`src/seven_point_stencil_matvec_unit_macros.svh`:
```
// Assertion macros used by the stencil product top level
`ifndef SEVEN_POINT_STENCIL_MATVEC_UNIT_MACROS_SVH
`define SEVEN_POINT_STENCIL_MATVEC_UNIT_MACROS_SVH

// Check that the consequent holds in the same cycle as the antecedent
`define STC_ASSERT_NOW(label, clk, rst_n, ante, cons) \
    label: assert property (@(posedge clk) disable iff (!(rst_n)) (ante) |-> (cons)) \
        else $error("stencil assertion failed");

// Check that the consequent holds in the cycle after the antecedent
`define STC_ASSERT_NEXT(label, clk, rst_n, ante, cons) \
    label: assert property (@(posedge clk) disable iff (!(rst_n)) (ante) |=> (cons)) \
        else $error("stencil assertion failed");

`endif

```
`src/stencil_pkg.sv`:
```
// Types, constants and tap tables of the seven-point stencil product unit
package stencil_pkg;

    localparam int MAX_PLANE  = 4096;
    localparam int MAX_POINTS = 16777216;
    localparam int FRAC_BITS  = 16;

    localparam int DATA_W = 32;
    localparam int LEN_W  = 13;
    localparam int CNT_W  = 25;
    localparam int ACC_W  = 2 * DATA_W + 4;

    // History window: a power of two at least four planes deep, so that
    // entries still in use are never overwritten by items in flight
    localparam int HIST_DEPTH = 4 * MAX_PLANE;
    localparam int HIST_AW    = $clog2(HIST_DEPTH);

    localparam int NUM_CELLS  = 7;
    localparam int FIFO_DEPTH = 32;
    localparam int FIFO_AW    = $clog2(FIFO_DEPTH);

    localparam logic [ACC_W-1:0] ROUND_ADD =
        (FRAC_BITS > 0) ? (ACC_W'(1) << (FRAC_BITS - 1)) : '0;

    // Configuration register indexes
    localparam logic [1:0] REG_ROW   = 2'd0;
    localparam logic [1:0] REG_PLANE = 2'd1;
    localparam logic [1:0] REG_TOTAL = 2'd2;

    // Offsets of a tap relative to the point being computed
    localparam logic [2:0] OFS_ZERO = 3'd0;
    localparam logic [2:0] OFS_P1   = 3'd1;
    localparam logic [2:0] OFS_PR   = 3'd2;
    localparam logic [2:0] OFS_PP   = 3'd3;
    localparam logic [2:0] OFS_M1   = 3'd4;
    localparam logic [2:0] OFS_MR   = 3'd5;
    localparam logic [2:0] OFS_MP   = 3'd6;

    // Coefficient field stored by a cell
    localparam logic [1:0] COEF_DIAG = 2'd0;
    localparam logic [1:0] COEF_X    = 2'd1;
    localparam logic [1:0] COEF_Y    = 2'd2;
    localparam logic [1:0] COEF_Z    = 2'd3;

    typedef struct packed {
        logic [2:0] coef_sel;
        logic [2:0] vec_sel;
    } t_tap;

    typedef struct packed {
        logic              valid;
        logic              last;
        logic [CNT_W-1:0]  m;
        logic [CNT_W-1:0]  lim;
        logic [LEN_W-1:0]  row;
        logic [LEN_W-1:0]  plane;
    } t_ctx;

    typedef struct packed {
        logic                     en;
        logic [HIST_AW-1:0]       addr;
        logic signed [DATA_W-1:0] coef;
        logic signed [DATA_W-1:0] vec;
    } t_wr;

    typedef struct packed {
        logic signed [DATA_W-1:0] value;
        logic                     overflow;
        logic                     last;
    } t_res;

    // Tap of each cell along the chain
    function automatic t_tap cell_tap(input int k);
        t_tap t;
        case (k)
            0:       t = '{coef_sel: OFS_ZERO, vec_sel: OFS_ZERO};
            1:       t = '{coef_sel: OFS_ZERO, vec_sel: OFS_P1};
            2:       t = '{coef_sel: OFS_ZERO, vec_sel: OFS_PR};
            3:       t = '{coef_sel: OFS_ZERO, vec_sel: OFS_PP};
            4:       t = '{coef_sel: OFS_M1,   vec_sel: OFS_M1};
            5:       t = '{coef_sel: OFS_MR,   vec_sel: OFS_MR};
            6:       t = '{coef_sel: OFS_MP,   vec_sel: OFS_MP};
            default: t = '{coef_sel: OFS_ZERO, vec_sel: OFS_ZERO};
        endcase
        return t;
    endfunction

    // Coefficient field of each cell along the chain
    function automatic logic [1:0] cell_coef(input int k);
        logic [1:0] c;
        case (k)
            1, 4:    c = COEF_X;
            2, 5:    c = COEF_Y;
            3, 6:    c = COEF_Z;
            default: c = COEF_DIAG;
        endcase
        return c;
    endfunction

endpackage

```
`src/stencil_out_if.sv`:
```
// Channel carrying product result transactions
interface stencil_out_if;
    logic                                     valid;
    logic                                     ready;
    logic signed [stencil_pkg::DATA_W-1:0]    product_value;
    logic                                     overflow;
    logic                                     last_point;

    modport source (output valid, product_value, overflow, last_point, input ready);
    modport sink   (input valid, product_value, overflow, last_point, output ready);
endinterface

```
`src/stencil_fifo.sv`:
```
// Result queue feeding the output channel
module stencil_fifo (
    input  logic               i_clk,
    input  logic               i_rst_n,
    input  logic               i_push,
    input  stencil_pkg::t_res  i_data,
    output logic               o_pop,
    stencil_out_if.source      o_res
);
    stencil_pkg::t_res                r_mem [stencil_pkg::FIFO_DEPTH];
    logic [stencil_pkg::FIFO_AW-1:0]  r_wr, r_rd;
    logic [stencil_pkg::FIFO_AW:0]    r_count;
    stencil_pkg::t_res                head;

    assign head                = r_mem[r_rd];
    assign o_res.valid         = (r_count != '0);
    assign o_res.product_value = head.value;
    assign o_res.overflow      = head.overflow;
    assign o_res.last_point    = head.last;
    assign o_pop               = o_res.valid && o_res.ready;

    // Store pushed results
    always_ff @(posedge i_clk) begin
        if (i_push) begin
            r_mem[r_wr] <= i_data;
        end
    end

    // Advance pointers and occupancy
    always_ff @(posedge i_clk) begin
        if (!i_rst_n) begin
            r_wr    <= '0;
            r_rd    <= '0;
            r_count <= '0;
        end else begin
            if (i_push) begin
                r_wr <= r_wr + 1'b1;
            end
            if (o_pop) begin
                r_rd <= r_rd + 1'b1;
            end
            r_count <= r_count + (stencil_pkg::FIFO_AW+1)'(i_push)
                               - (stencil_pkg::FIFO_AW+1)'(o_pop);
        end
    end
endmodule

```
`src/flat_wrapper.sv`:
```
// flat-port wrapper written by rule: the top's interface ports become plain ports
module stencil_fifo_flat 
  (i_clk, i_rst_n, i_push, i_data, o_pop, o_res_valid, o_res_product_value, o_res_overflow, o_res_last_point, o_res_ready);
  stencil_out_if o_res_i ();
  input  logic i_clk;
  input  logic i_rst_n;
  input  logic i_push;
  input  stencil_pkg::t_res i_data;
  output logic o_pop;
  output wire logic [$bits(o_res_i.valid)-1:0] o_res_valid;
  output wire logic [$bits(o_res_i.product_value)-1:0] o_res_product_value;
  output wire logic [$bits(o_res_i.overflow)-1:0] o_res_overflow;
  output wire logic [$bits(o_res_i.last_point)-1:0] o_res_last_point;
  input wire logic [$bits(o_res_i.ready)-1:0] o_res_ready;
  assign o_res_valid = o_res_i.valid;
  assign o_res_product_value = o_res_i.product_value;
  assign o_res_overflow = o_res_i.overflow;
  assign o_res_last_point = o_res_i.last_point;
  assign o_res_i.ready = o_res_ready;
  stencil_fifo u_core (.i_clk(i_clk), .i_rst_n(i_rst_n), .i_push(i_push), .i_data(i_data), .o_pop(o_pop), .o_res(o_res_i));
endmodule
```
`config.mk`:
```
export PLATFORM = sky130hd
export DESIGN_NAME = stencil_fifo_flat
export DESIGN_NICKNAME = d
export VERILOG_FILES = /design/src/seven_point_stencil_matvec_unit_macros.svh /design/src/stencil_pkg.sv /design/src/stencil_out_if.sv /design/src/stencil_fifo.sv /design/src/flat_wrapper.sv
export SDC_FILE = /design/constraint.sdc
export NUM_CORES = 1
export LEC_CHECK = 0
export ABC_AREA = 0
export BUFFER_PORTS_ARGS = -buffer_cell sky130_fd_sc_hd__buf_2
export CAP_MARGIN = 25
export CELL_PAD_IN_SITES_DETAIL_PLACEMENT = 0
export CELL_PAD_IN_SITES_GLOBAL_PLACEMENT = 1
export CORE_ASPECT_RATIO = 0.7
export CORE_MARGIN = 10
export CORE_UTILIZATION = 50
export CTS_BUF_LIST = sky130_fd_sc_hd__clkbuf_8
export CTS_CLUSTER_DIAMETER = 30
export DETAILED_ROUTE_END_ITERATION = 12
export PLACE_DENSITY = 0.76
export SETUP_SLACK_MARGIN = 0.02
export SYNTH_ARGS = -nofsm -noshare
export SYNTH_HDL_FRONTEND = slang
export SYNTH_SLANG_ARGS = --single-unit
```
`constraint.sdc`:
```
create_clock -name i_clk -period 6.2 [get_ports i_clk]
set_input_delay 0 -clock i_clk [delete_from_list [all_inputs] [get_ports i_clk]]
set_output_delay 0 -clock i_clk [all_outputs]
set_load 0.05 [all_outputs]
```
==> results.sh <==
export IMPL_status="finished clean"
export IMPL_num_vias=22300
export IMPL_root_buffer="clkbuf_8"
export IMPL_syn_area_per_cell_um2=19.9
export IMPL_crit_fanout=38
export IMPL_core_um2=84700
export IMPL_syn_area_um2=43000
export IMPL_area_growth_syn_to_layout_pct=13.0
export IMPL_final_nets=2433
export IMPL_end_kind="output port"
export IMPL_startpoint_type="flop"
export IMPL_finalCritPeriodShare=0.670
export IMPL_ff2ff_setup_slack_ps=2890
export IMPL_final_antenna_net_count=0
export IMPL_placedCellCount=3305
export IMPL_p_int_mw=12.1
export IMPL_regArea_um2=33100
export IMPL_ctsHtreeMaxLevel=4
export IMPL_synth_cell_type_count=42
export IMPL_setup_viol=0
export IMPL_start_util=0.507
export IMPL_required_ps=6200
export IMPL_antenna_found_initial=2
export IMPL_p_switching_mw=4.15
export IMPL_final_max_slew_viol_count=0
export IMPL_min_period_ps=4160
export IMPL_ys_seq_area_frac=0.770
export IMPL_ys_flop_type="edfxtp_1"
export IMPL_clk_path_buf_depth=3
export IMPL_ir_drop_mv=0.208
export IMPL_n_fill_cell=6228
export IMPL_grt_usage=0.214
export IMPL_rows=89
export IMPL_tightest_slew_ps=1210
export IMPL_setup_worst_path_end="o_res_product_value[8]"
export IMPL_setup_tns_ps=0
export IMPL_rsz0062_at_grt="false"
export IMPL_fp_dieH_um=265
export IMPL_cts_tree="done"
export IMPL_rr_endpoint="u_core.r_mem[21][25]$_DFFE_PP_"
export IMPL_wirelength_mm=106
export IMPL_hpwl_mm=55.6
export IMPL_dieArea_um2=98300
export IMPL_grt_pass1_vias=22400
export IMPL_antenna_cells=0
export IMPL_cts_num_sinks=1109
export IMPL_drc=0
export IMPL_worstPathArrival_ps=4160
export IMPL_fmax_ghz=0.241
export IMPL_rr_worst_depth=4
export IMPL_grt_overflow=0
export IMPL_rr_startpoint="u_core.r_wr[4]$_SDFFE_PN0P_"
export IMPL_ios=74
export IMPL_drt_iter0_markers=2667
export IMPL_routedWlPerCell_um=29.1
export IMPL_p_seq_frac=0.515
export IMPL_switching_share=0.255
export IMPL_cts_setup_buffers=0
export IMPL_synth_edff_count=1088
export IMPL_syn_num_nets=2212
export IMPL_multiInputGateArea_um2=9440
export IMPL_insertion_delay_ps=830
export IMPL_first_pass_iters=5
export IMPL_grt_pass1_wl_mm=154
export IMPL_p_comb_frac=0.120
export IMPL_hold_viol_final=0
export IMPL_grt_max_degree=179
export IMPL_numPortBuffers=73
export IMPL_cts_hold_buf=39
export IMPL_synth_cells=2161
export IMPL_instances_no_fill=3648
export IMPL_postSynth_asyncResetShare=0
export IMPL_die_w_um=370
export IMPL_drive_gt1_frac=0.280
export IMPL_clk_pin_slew_worst_paths_ps=60
export IMPL_p_leak_nw=15.4
export IMPL_yosysWarnings=0
export IMPL_relSlewSlack=0.194
export IMPL_clockPowerShare=0.365
export IMPL_cts_buffers=173
export IMPL_viasPerCell=6.10
export IMPL_ys_seq_elements=1109
export IMPL_skew_ps=29.9
export IMPL_critPathKind="reg -> out"
export IMPL_hold_path_class="in -> reg"
export IMPL_drv_cap=0
export IMPL_place_congestion=0.774
export IMPL_cts_repair_resize_count=0
export IMPL_power_density_nw_per_um2=335
## cells by family (layout without fill, tap and decap cells)
| kind of cell | after synthesis | after routing | synth area share |
|---|---|---|---|
| xor gates and xnor gates | 10 | 10 | 0.00204 |
| buffers and inverters | 140 | 490 | 0.0168 |
| DFF | 1109 | 1109 | 0.770 |
| muxes | 341 | 341 | 0.128 |
| AOI/OAI and AO/OA | 281 | 281 | 0.0447 |
| and+or+nand+nor | 267 | 267 | 0.0344 |
| adders and majority gates | 13 | 13 | 0.00396 |
## power groups by stage
stage | registers, mW | clock network [mW] | logic, mW
4_1_cts | 8.37 | 6.04 | 1.97
6_report | 8.37 | 5.94 | 1.95
3_3_place_gp | 8.52 | 0 | 1.91
2_1_floorplan | 8.48 | 0 | 1.43
3_5_place_dp | 8.53 | 0 | 1.94
5_1_grt | 8.37 | 6.40 | 2.08
## state kept, by name (all words and copies together) (netlist names), named ones only
register	flops
u_core.r_wr	5
u_core.r_count	6
u_core.r_mem	1088
u_core.r_rd	5
## through the flow
step | hold slack [ps] | instance area (um2) | power, mW | setup slack, ps | utilization
6_report | 90.4 | 48600 | 16.3 | 2040 | 0.573
5_1_grt | 80.5 | 48600 | 16.9 | 1800 | 0.573
2_1_floorplan | 98.9 | 43000 | 9.91 | 1730 | -
3_5_place_dp | 309 | 44900 | 10.5 | 2810 | 0.530
4_1_cts | 39.8 | 48600 | 16.4 | 1930 | 0.573
3_3_place_gp | 293 | 44900 | 10.4 | 2810 | 0.530
## how the worst min path moves through the flow
stage	start	to	slack, ps	cells past startpoint
after global placement	i_rst_n	u_core.r_count[0]$_SDFF_PN0_	290	2
after CTS	o_res_ready	u_core.r_rd[1]$_SDFFE_PN0P_	40	4
after floorplan	i_data[0]	u_core.r_mem[0][0]$_DFFE_PP_	100	0
final	o_res_ready	u_core.r_rd[1]$_SDFFE_PN0P_	90	4
after global routing	o_res_ready	u_core.r_rd[1]$_SDFFE_PN0P_	80	4
after detailed placement	i_rst_n	u_core.r_count[0]$_SDFF_PN0_	310	2
## cell usage after synthesis, drive strengths merged (4+ instances only)
cell | number | area share
buf | 44 | 0.0084
nand4 | 6 | 0.00087
clkbuf | 82 | 0.0072
o22ai | 68 | 0.0099
o21ai | 70 | 0.0081
inv | 13 | 0.0011
nor2b | 69 | 0.010
edfxtp | 1088 | 0.76
mux2 | 204 | 0.053
a211oi | 68 | 0.012
nand3 | 6 | 0.00070
mux4 | 136 | 0.075
a21oi | 4 | 0.00047
xor2 | 7 | 0.0014
nor2 | 39 | 0.0034
dfxtp | 21 | 0.0098
nand2b | 6 | 0.00087
a22o | 68 | 0.014
or4 | 34 | 0.0059
nor3 | 84 | 0.0098
nand2 | 12 | 0.0010
ha | 12 | 0.0035
## per-layer routing
metal  GRT usage  vias to the layer above  part of all wire
met3      0.0530                      170             0.091
met1       0.304                    11600              0.42
met5           0                        -           0.00012
met4      0.0554                        2             0.019
li1            -                     9383                 -
met2       0.330                     1111              0.47
## cell usage in the layout, fill, tap and decap left out, types with 10 or more instances in the layout
cell type / count
a211oi_1: 68
a22o_1: 68
buf_2: 73
buf_4: 56
bufinv_16: 10
clkbuf_8: 181
clkinv_1: 29
clkinv_2: 18
dfxtp_1: 19
dlygate4sd3_1: 39
edfxtp_1: 1088
ha_1: 12
inv_1: 66
mux2_2: 204
mux4_1: 38
mux4_2: 98
nand2_1: 11
nor2_1: 17
nor2_4: 22
nor2b_1: 68
nor3_1: 72
nor3_2: 12
o21ai_0: 70
o22ai_1: 68
or4_1: 34
## critical path, stage by stage (launching register included)
cell,delay (ps)
dfxtp_4,830
buf_4,650
mux4_1,630
a22o_1,200
or4_1,670
buf_2,280
## layout make-up
class / count / share of cell area
Clock buffer: 181 / 0.0513
Clock inverter: 123 / 0.0169
Inverter: 14 / 0.00108
Multi-Input combinational cell: 912 / 0.194
Sequential cell: 1109 / 0.681
Tap cell: 1137 / 0.0293
Timing Repair Buffer: 172 / 0.0259
No activity file was read; power rests on OpenSTA's default activity.
